### config.mk
export PLATFORM = sky130hd
export DESIGN_NAME = csts_div
export DESIGN_NICKNAME = d
export VERILOG_FILES = /design/src/hdl/csts_div.sv
export SDC_FILE = /design/constraint.sdc
export NUM_CORES = 1
export LEC_CHECK = 0
export BUFFER_PORTS_ARGS = -buffer_cell sky130_fd_sc_hd__buf_2
export CORE_ASPECT_RATIO = 1.1
export CORE_MARGIN = 8
export CORE_UTILIZATION = 35
export CTS_CLUSTER_SIZE = 8
export DETAILED_ROUTE_END_ITERATION = 6
export GPL_TIMING_DRIVEN = 0
export PLACE_DENSITY = 0.64
export SYNTH_ARGS = -nofsm -noshare
export SYNTH_HDL_FRONTEND = slang
export SYNTH_SLANG_ARGS = --single-unit
### constraint.sdc
create_clock -name i_clk -period 4.86 [get_ports i_clk]
set_clock_uncertainty 0.1 [all_clocks]
set_input_delay 1.458 -clock i_clk [delete_from_list [all_inputs] [get_ports i_clk]]
set_output_delay 1.458 -clock i_clk [all_outputs]
set_load 0.01 [all_outputs]
### src/hdl/csts_div.sv
// ---------------------------------------------------------------------------
// Serial signed divider
// Radix-2 restoring division of a signed 64-bit dividend by a positive
// 32-bit divisor, one quotient bit per cycle, truncating toward zero.
// ---------------------------------------------------------------------------
module csts_div (
    input  logic               i_clk,
    input  logic               i_rst_n,
    input  logic               i_start,
    input  logic signed [63:0] i_dividend,
    input  logic        [31:0] i_divisor,
    output logic               o_done,
    output logic signed [63:0] o_quotient
);
    logic        r_busy;
    logic [5:0]  r_cnt;
    logic [31:0] r_rem;
    logic [63:0] r_quo;
    logic [31:0] r_dvs;
    logic        r_neg;
    logic        r_done;
    logic [32:0] w_rem_sh;
    logic [32:0] w_rem_sub;
    logic        w_bit;

    // One restoring step on the shifted partial remainder.
    always_comb begin
        w_rem_sh  = {r_rem, r_quo[63]};
        w_rem_sub = w_rem_sh - {1'b0, r_dvs};
        w_bit     = (w_rem_sh >= {1'b0, r_dvs});
    end

    // Control: busy flag, step counter and the done pulse.
    always_ff @(posedge i_clk) begin
        if (!i_rst_n) begin
            r_busy <= 1'b0;
            r_cnt  <= '0;
            r_done <= 1'b0;
        end else begin
            r_done <= 1'b0;
            if (i_start) begin
                r_busy <= 1'b1;
                r_cnt  <= '0;
            end else if (r_busy) begin
                r_cnt <= r_cnt + 6'd1;
                if (r_cnt == 6'd63) begin
                    r_busy <= 1'b0;
                    r_done <= 1'b1;
                end
            end
        end
    end

    // Datapath: magnitude in the quotient register, remainder beside it.
    always_ff @(posedge i_clk) begin
        if (i_start) begin
            r_neg <= i_dividend[63];
            r_quo <= i_dividend[63] ? 64'(-i_dividend) : 64'(i_dividend);
            r_rem <= '0;
            r_dvs <= i_divisor;
        end else if (r_busy) begin
            r_rem <= w_bit ? w_rem_sub[31:0] : w_rem_sh[31:0];
            r_quo <= {r_quo[62:0], w_bit};
        end
    end

    assign o_done     = r_done;
    assign o_quotient = r_neg ? -$signed(r_quo) : $signed(r_quo);

endmodule

# Yosys cells after proc, flatten, opt, wreduce, memory -nomap -nowiden
# Index checks and enable logic that the tools add are counted.
# word_totals
out_inout_bits	65
inputBits	99
word_cells	27
ff_bits	137
# classes
mux	9
reduce_logical	3
addsub	4
bitwise_logic	2
n_eq_ne	1
n_lt_le_gt_ge	1
# ops
cell	count
$mux W64	4
$neg A64 Y64	2
$ge A33 B32 Y1	1
$mux W32	1
$sub A32 B32 Y32	1
$add A6 B1 Y6 const B	1
$eq A6 B6 Y1 const B	1
$mux W1	4
$reduce_or A3 Y1	1
$not A1 Y1	2
$reduce_bool A2 Y1	1
$reduce_or A2 Y1	1

# Longest topological paths before layout
# Gate-level depths: netlist of the first run.
# depth
ltp_word	4
ltp_mapped	13
ltp_nobuf	11

# Worst setup path before layout of the first run
# Ideal clock, no wire load.
# synth_timing
path_type	register -> output
start	register r_quo[28]
end	output port o_quotient[58]
slack_ps	335
t_arrival_ps	2967
t_required_ps	3302
path_buffers	0
path_stages_with_launch	9
cell_sequence	edfxtp_1 or4_4 or4_4 nor4b_4 nand3_2 or2_4 or3_4 o41ai_4 xnor2_1
# synth_between
elab_chain_len	2
# synth_lines
element	line_no	text
from (decl)	18	logic [63:0] r_quo;
from (signal assigned)	58	r_quo <= i_dividend[63] ? 64'(-i_dividend) : 64'(i_dividend);
from (signal assigned)	63	r_quo <= {r_quo[62:0], w_bit};
$neg A64 Y64	68	assign o_quotient = r_neg ? -$signed(r_quo) : $signed(r_quo);
$mux W64	68	
to (decl)	13	output logic signed [63:0] o_quotient
# No other way between the ends.

# Worst setup path after layout of the first run
# layout_timing
start	register r_quo[14]
end	output port o_quotient[61]
# Same word-level chain as after synthesis.

==> results of run 1 <==
==> report_power, final <==
part           leakage [nW]  switching (mW)  total, mW  internal [mW]
Clock                 0.281           0.546       1.30          0.758
Sequential             1.28           0.110       1.49           1.38
Combinational          3.26           0.581      0.984          0.403
Total                  4.82            1.24       3.77           2.54
==> repair_timing <==
item,CTS,global route
endpoints found under the setup margin,31,27
setup buffers,17,11
resized for setup,18,39
pin swaps,13,16
==> how the worst min path moves through the flow <==
stage                                         to  slack (ns)  depth (start not counted)
after global placement     r_cnt[5]$_SDFFE_PP0P_        0.37                          2
after floorplan            r_cnt[5]$_SDFFE_PP0P_        0.35                          2
after CTS                  r_cnt[5]$_SDFFE_PP0P_        0.39                          2
after global routing      r_rem[14]$_SDFFE_PP0P_        0.43                          2
final                      r_cnt[5]$_SDFFE_PP0P_        0.40                          2
after detailed placement   r_cnt[5]$_SDFFE_PP0P_        0.38                          2
==> metrics by stage <==
stage	setup WS (ns)	setup TNS, ns
after global placement	-0.836	-54.63
after detailed placement	-0.297	-1.95
after floorplan	0.335	0
final	-0.329	-2.87
after global routing	-0.420	-4.69
after CTS	-0.324	-2.29
==> area by class of cell <==
class,instances,area (um2)
Antenna cell,1,2.50
Fill cell,2729,15600
Clock inverter,14,146
Sequential cell,137,3710
Timing Repair Buffer,192,1060
Buffer,59,234
Inverter,49,184
Clock buffer,18,429
Tap cell,363,454
Multi-Input combinational cell,887,6090
==> synth_stat cells, types with 3 or more instances <==
master    count  share of area [%]
o21ai_1       6               0.30
a311oi_1     14                1.2
nor2b_1       7               0.44
a32oi_1       7               0.62
nand4b_1      3               0.26
xor2_1       71                6.3
a21boi_0      4               0.30
dfxtp_1      40                8.1
o21ai_0      63                3.2
nand2_1      95                3.6
nor3_1       19               0.96
edfxtp_1     97                 29
nand2b_1     12               0.76
xnor2_1      80                7.1
or2_2         3               0.19
nor2_1      132                5.0
nor4_1        8               0.50
and2_1        3               0.19
o21a_1        6               0.45
mux2i_1      12                1.2
o21bai_1      5               0.38
a21oi_1      94                4.7
a2111o_1      3               0.34
o31ai_1      36                2.7
nand4_1      21                1.3
inv_1        49                1.9
buf_4         3               0.23
a21o_1       11               0.83
a31oi_1       5               0.31
o22ai_1       4               0.25
a211oi_1     13               0.98
o41ai_1      18                1.6
or4_1        15                1.1
or3_1        11               0.69
ha_1         35                4.4
or4_4         4               0.45
o211ai_1      5               0.38
clkbuf_1     55                2.1
nand3_1      22                1.1
a211o_1       4               0.35
==> flip-flops by register name, summed over array words and instances (netlist names) <==
register,flops
r_quo,64
r_dvs,32
r_neg,1
r_cnt,6
r_rem,32
o_done,1
r_busy,1
==> logic make-up after synthesis <==
group | synth area share (%)
and+or+nand+nor | 18.3
DFF | 37.4
adders and majority gates | 4.61
muxes | 1.21
xor gates and xnor gates | 13.3
buffers and inverters | 4.21
AOI/OAI and AO/OA | 20.9
==> critical path, stage by stage (launching register included) <==
cell	delay, ns
edfxtp_1	0.42
or4_4	0.54
or4_4	0.46
or2_4	0.26
nor4_4	0.15
buf_6	0.17
nand4_4	0.11
or3_4	0.45
o41ai_4	0.30
xnor2_2	0.18
buf_2	0.16
==> layer usage <==
layer	routed length, um	GRT usage, %	vias up
met5	0	0	-
met4	563	5.73	0
met3	2510	3.66	38
met2	15400	31.4	370
met1	13700	22.9	4548
li1	-	-	4576
==> cells in the final DEF (no fill, tap or decap), types with 11 or more instances in the layout <==
cell type / netlist / layout
a211oi_1: 13 / 13
a21o_1: 11 / 11
a21oi_1: 94 / 94
a311oi_1: 14 / 14
buf_2: 1 / 164
buf_4: 3 / 26
clkbuf_1: 55 / 56
clkbuf_16: 0 / 17
dfxtp_1: 40 / 40
edfxtp_1: 97 / 97
ha_1: 35 / 35
inv_1: 49 / 48
mux2i_1: 12 / 12
nand2_1: 95 / 92
nand2b_1: 12 / 12
nand3_1: 22 / 22
nand4_1: 21 / 21
nor2_1: 132 / 131
nor3_1: 19 / 19
o21ai_0: 63 / 57
o31ai_1: 36 / 27
o41ai_1: 18 / 14
or3_1: 11 / 11
or4_1: 15 / 14
xnor2_1: 80 / 73
xor2_1: 71 / 71
==> results.py, run 1 <==
metrics = {
    "die": {
        "coreArea_um2": 27900,
        "rows": 64,
        "dieArea_um2": 34000,
        "io_pins": 164,
        "die_height_um": 193,
        "initial_utilization_pct": 35.6,
        "die_w_um": 177,
    },
    "final_layout": {
        "stdcell_area_um2": 12300,
        "layout-drive-gt1-share_pct": 20.4,
        "final_util_pct": 44.2,
        "layout.cells.non_filler": 1720,
        "syn_to_final_growth_pct": 24.0,
        "finalNetCount": 1478,
    },
    "run": {
        "drv_cap": 0,
    },
    "logic_synthesis": {
        "synth_nets": 1267,
        "synth-edff-count": 97,
        "synthCells": 1132,
        "synth_flop_cell": "edfxtp_1",
        "async_flop_share_pct": 0,
        "ys_types": 68,
        "synth_warnings": 0,
        "ys_seq_area_share_pct": 37.4,
        "synth_area_um2": 9930,
        "syn_avg_cell_area_um2": 8.77,
        "ys_ff_latch": 137,
    },
    "power_and_ir_drop": {
        "power.leakage_nw": 4.82,
        "finalPower_mw": 3.77,
        "ir_worst_vdd_mv": 0.196,
        "p_per_area_nw_per_um2": 307,
    },
    "timing": {
        "period_share_pct": 107,
        "min_period_ns": 5.19,
        "drv_slew": 0,
        "rsz0062_at_grt": "yes",
        "fin_ws_ns": -0.329,
        "holdWs_ns": 0.397,
        "hold_viol_final": 0,
        "setup_violations": 15,
        "max_freq_mhz": 193,
        "relSlewSlack_pct": 15.7,
        "worst_slew_pin_slew_ns": 1.26,
    },
    "outcome": {
        "violations": "setup timing",
        "status": "complete, but fails checks",
    },
    "route": {
        "dr.pass1.iters": 5,
        "routed_via_density": 5.54,
        "drcViolationCount": 0,
        "num_vias": 9532,
        "wl_per_cell_um": 18.7,
        "routed_wl_um": 32200,
        "first_iter_violations": 792,
        "ant_nets": 0,
    },
    "worst_setup_path": {
        "ff2ff_setup_slack_ns": 0.84,
        "startpoint": "r_quo[14]$_DFFE_PP_",
        "path_max_fanout": 5,
        "reg2regPathDepth": 11,
        "worst-endpoint-arrival_ns": 3.63,
        "critPathCapture": "o_quotient[61]",
        "worstSetupPathType": "flop to primary output",
        "reg2reg_from": "r_rem[6]$_SDFFE_PP0P_",
        "cp-end-kind": "primary output",
        "reg2reg_to": "r_rem[28]$_SDFFE_PP0P_",
        "crit_required_ns": 3.30,
        "startpoint_type": "flop",
    },
    "global_routing": {
        "grt_overflow": 0,
        "grt_max_degree": 42,
        "grt_pass1_wl_um": 49400,
        "antenna_found_initial": 0,
        "grtUsageTotal_pct": 18.4,
        "grt_pass1_vias": 9191,
    },
    "cts": {
        "cts_tree": "yes",
        "clk_latency_ns": 0.43,
        "postCtsHoldBufs": 0,
        "cts_sinks": 137,
        "cts_root_buffer": "clkbuf_16",
        "cts_made_buffers": 17,
        "cts_max_path_buffers": 2,
        "clkTransAtPathRegs_ns": 0.07,
        "htreeDepth": 4,
    },
    "hold_path": {
        "hold_start": "r_cnt[5]$_SDFFE_PP0P_",
        "hp-class": "flop to flop",
    },
    "placed_design": {
        "dp.cells": 1659,
        "portBuffers": 163,
        "dp_hpwl_um": 23900,
        "gp_congestion": 0.877,
        "placed_area_um2": 11200,
    },
}
Power figures use the tool's default switching activity.
==> run 2, diff against run 1 <==
- ABC_AREA: not set -> 1
- PLACE_DENSITY: 0.64 -> 0.63
==> run 2 against run 1 <==
  * The run now ends clean
  * Flip-flop and latch count unchanged
  * Die area up 21%
  * Utilization down 3.4 points
  * Largest power group unchanged
  * Highest routed layer unchanged
==> results.py, run 2 <==
metrics = {
    "logic_synthesis": {
        "ys_types": 42,
        "synth_nets": 2070,
        "async_flop_share_pct": 0,
        "synth.area.mux_share_pct": 0,
        "synth_fa_ha_area_share_pct": 3.74,
        "ys_ff_latch": 137,
        "synth_common_cells": "nand2_1, inv_1, nor2_1, nand3_1, edfxtp_1",
        "yosysMostFrequentCell": "nand2_1",
        "synth_top_cell_area_share_pct": 23.8,
        "synth_top_family_by_area": "simple AND/OR/NAND/NOR gates",
        "yosys.area.top_type": "edfxtp_1",
        "synthXorXnorAreaFrac_pct": 7.08,
        "synthCells": 1935,
        "synth-compound-area-share_pct": 7.02,
        "synth_flop_cell": "edfxtp_1",
        "synth_warnings": 0,
        "synth-edff-count": 97,
        "ys_seq_area_share_pct": 30.3,
        "synth_area_um2": 12200,
        "ys_top_cells_by_area": "edfxtp_1, nand2_1, inv_1",
        "synthSimpleGateAreaFrac_pct": 41.5,
        "syn_avg_cell_area_um2": 6.33,
    },
    "cts": {
        "cts_tree": "yes",
        "cts_made_buffers": 17,
        "clkTransAtPathRegs_ns": 0.06,
        "postCtsHoldBufs": 0,
        "cts_max_path_buffers": 2,
        "post_cts_buffers": 0,
        "cts_resized": 0,
        "cts_sinks": 137,
        "clk_latency_ns": 0.44,
        "htreeDepth": 4,
        "cts_root_buffer": "clkbuf_16",
    },
    "global_routing": {
        "grt_max_degree": 40,
        "grt_overflow": 0,
        "antenna_found_initial": 0,
        "grt_pass1_wl_um": 71500,
        "grt_pass1_vias": 13234,
        "grtUsageTotal_pct": 22.3,
    },
    "final_layout": {
        "final_util_pct": 40.8,
        "layout.cells.non_filler": 2575,
        "fill_cells": 3752,
        "multi_input_area_um2": 7270,
        "ff_latch_area_um2": 3710,
        "largest_reg_flops": 64,
        "syn_to_final_growth_pct": 16.3,
        "layout-drive-gt1-share_pct": 11.9,
        "final_common_cell": "nand2_1",
        "largest_register": "r_quo",
        "largestRegisters": "r_quo: 64 flops, r_dvs: 32 flops, r_rem: 32 flops",
        "finalNetCount": 2254,
        "num_antenna_cells": 0,
        "layout_common_cells": "nand2_1, inv_1, nor2_1",
    },
    "placed_design": {
        "dpl_worst_slack_ns": 0.649,
        "portBuffers": 163,
        "dp_hpwl_um": 38400,
        "dp.cells": 2544,
        "gp_congestion": 0.978,
    },
    "hold_path": {
        "hp-class": "flop to flop",
    },
    "timing": {
        "hold_viol_final": 0,
        "fin_tns_setup_ns": 0,
        "holdWs_ns": 0.372,
        "setup_violations": 0,
        "relSlewSlack_pct": 45.2,
        "worst_slew_pin_slew_ns": 0.816,
        "fin_ws_ns": 0.453,
        "max_freq_mhz": 227,
        "period_share_pct": 90.7,
        "rsz0062_at_grt": "no",
        "min_period_ns": 4.41,
        "drv_slew": 0,
    },
    "die": {
        "rows": 72,
        "dieArea_um2": 41200,
        "die_height_um": 212,
        "coreArea_um2": 34900,
        "initial_utilization_pct": 35.1,
        "io_pins": 164,
        "die_w_um": 194,
    },
    "power_and_ir_drop": {
        "p_clk_share_pct": 36.4,
        "intPower_mw": 2.45,
        "comb_power_share_pct": 24.2,
        "seq_power_share_pct": 39.4,
        "p_per_area_nw_per_um2": 256,
        "power.leakage_nw": 6.84,
        "p_sw_mw": 1.20,
        "ir_worst_vdd_mv": 0.167,
        "swShare_pct": 32.9,
    },
    "worst_setup_path": {
        "startpoint_type": "flop",
        "worst-endpoint-arrival_ns": 2.85,
        "worstSetupPathType": "flop to primary output",
        "cpMaxStageDelayCell": "edfxtp_1",
        "cp_num_buf_inv": 2,
        "crit_required_ns": 3.30,
        "crit_chain": "inv_1, ha_1, nand3_2, nor2_4, nand2_2, nor2_2, nand2_1, o21ai_2, o21ai_0, xor2_1, buf_2",
        "cp-end-kind": "primary output",
        "crit_path_max_incr_delay_ns": 0.44,
        "critPathTopFamily": "simple AND/OR/NAND/NOR gates",
        "path_max_fanout": 4,
    },
    "run": {
        "drv_cap": 0,
    },
    "route": {
        "wl_met1_um": 18500,
        "dr.pass1.iters": 5,
        "ant_nets": 0,
        "wl_per_cell_um": 18.0,
        "dr_wl_met3_um": 2130,
        "routed_wl_um": 46300,
        "drcViolationCount": 0,
        "dr.max_layer_used": "met4",
        "first_iter_violations": 812,
        "num_vias": 12959,
        "dr_wl_met2_um": 23100,
        "routed_via_density": 5.03,
    },
    "outcome": {
        "status": "complete, no violations",
    },
}
run 2: layout make-up:
type                    count  share of cell area (%)
flip-flops and latches    137                    26.1
clock inverters            13                    1.09
inverters                 280                    7.38
clock buffers              18                    3.01
repair buffers            165                    6.01
well taps                 444                    3.90
plain buffers              46                    1.49
multi-input cells        1472                    51.0
run 2: worst paths after layout:
path	depth (start not counted)	slack, ns	startpoint	to
max	11	0.45	r_quo[0]$_DFFE_PP_	o_quotient[30]
min	2	0.37	r_rem[27]$_SDFFE_PP0P_	r_rem[27]$_SDFFE_PP0P_
max reg2reg	15	2.24	r_quo[63]$_DFFE_PP_	r_rem[28]$_SDFFE_PP0P_
min reg2reg	2	0.37	r_rem[27]$_SDFFE_PP0P_	r_rem[27]$_SDFFE_PP0P_
run 2: metrics by stage:
step | power (mW) | instance area, um2
6_report | 3.65 | 14200
5_1_grt | 3.81 | 14200
4_1_cts | 3.66 | 14200
3_5_place_dp | 2.34 | 13700
3_3_place_gp | 2.33 | 13600
2_1_floorplan | 1.95 | 12200
run 2: power groups by stage:
stage | sequential [mW] | clock [mW] | combinational [mW]
global route | 1.45 | 1.39 | 0.969
finish | 1.44 | 1.33 | 0.881
CTS | 1.44 | 1.34 | 0.881
global placement | 1.46 | 0 | 0.869
floorplan | 1.44 | 0 | 0.518
detailed placement | 1.46 | 0 | 0.878
run 2: tightest hold or removal path, stage by stage (launching register included):
cell and delay (ns):
dfxtp_1 0.32, nand2_1 0.06, nand2_1 0.04
run 2: cell families after synthesis:
family          Yosys count
flops                   137
buf+inv                 326
simple gates           1178
xor+xnor                 99
compound gates          159
fa+ha+maj                36
run 2: metal layers:
| layer | track usage (%) | vias to the layer above |
|---|---|---|
| li1 | - | 6565 |
| met5 | 0 | - |
| met3 | 2.99 | 108 |
| met4 | 12.6 | 0 |
| met2 | 41.2 | 424 |
| met1 | 24.6 | 5862 |
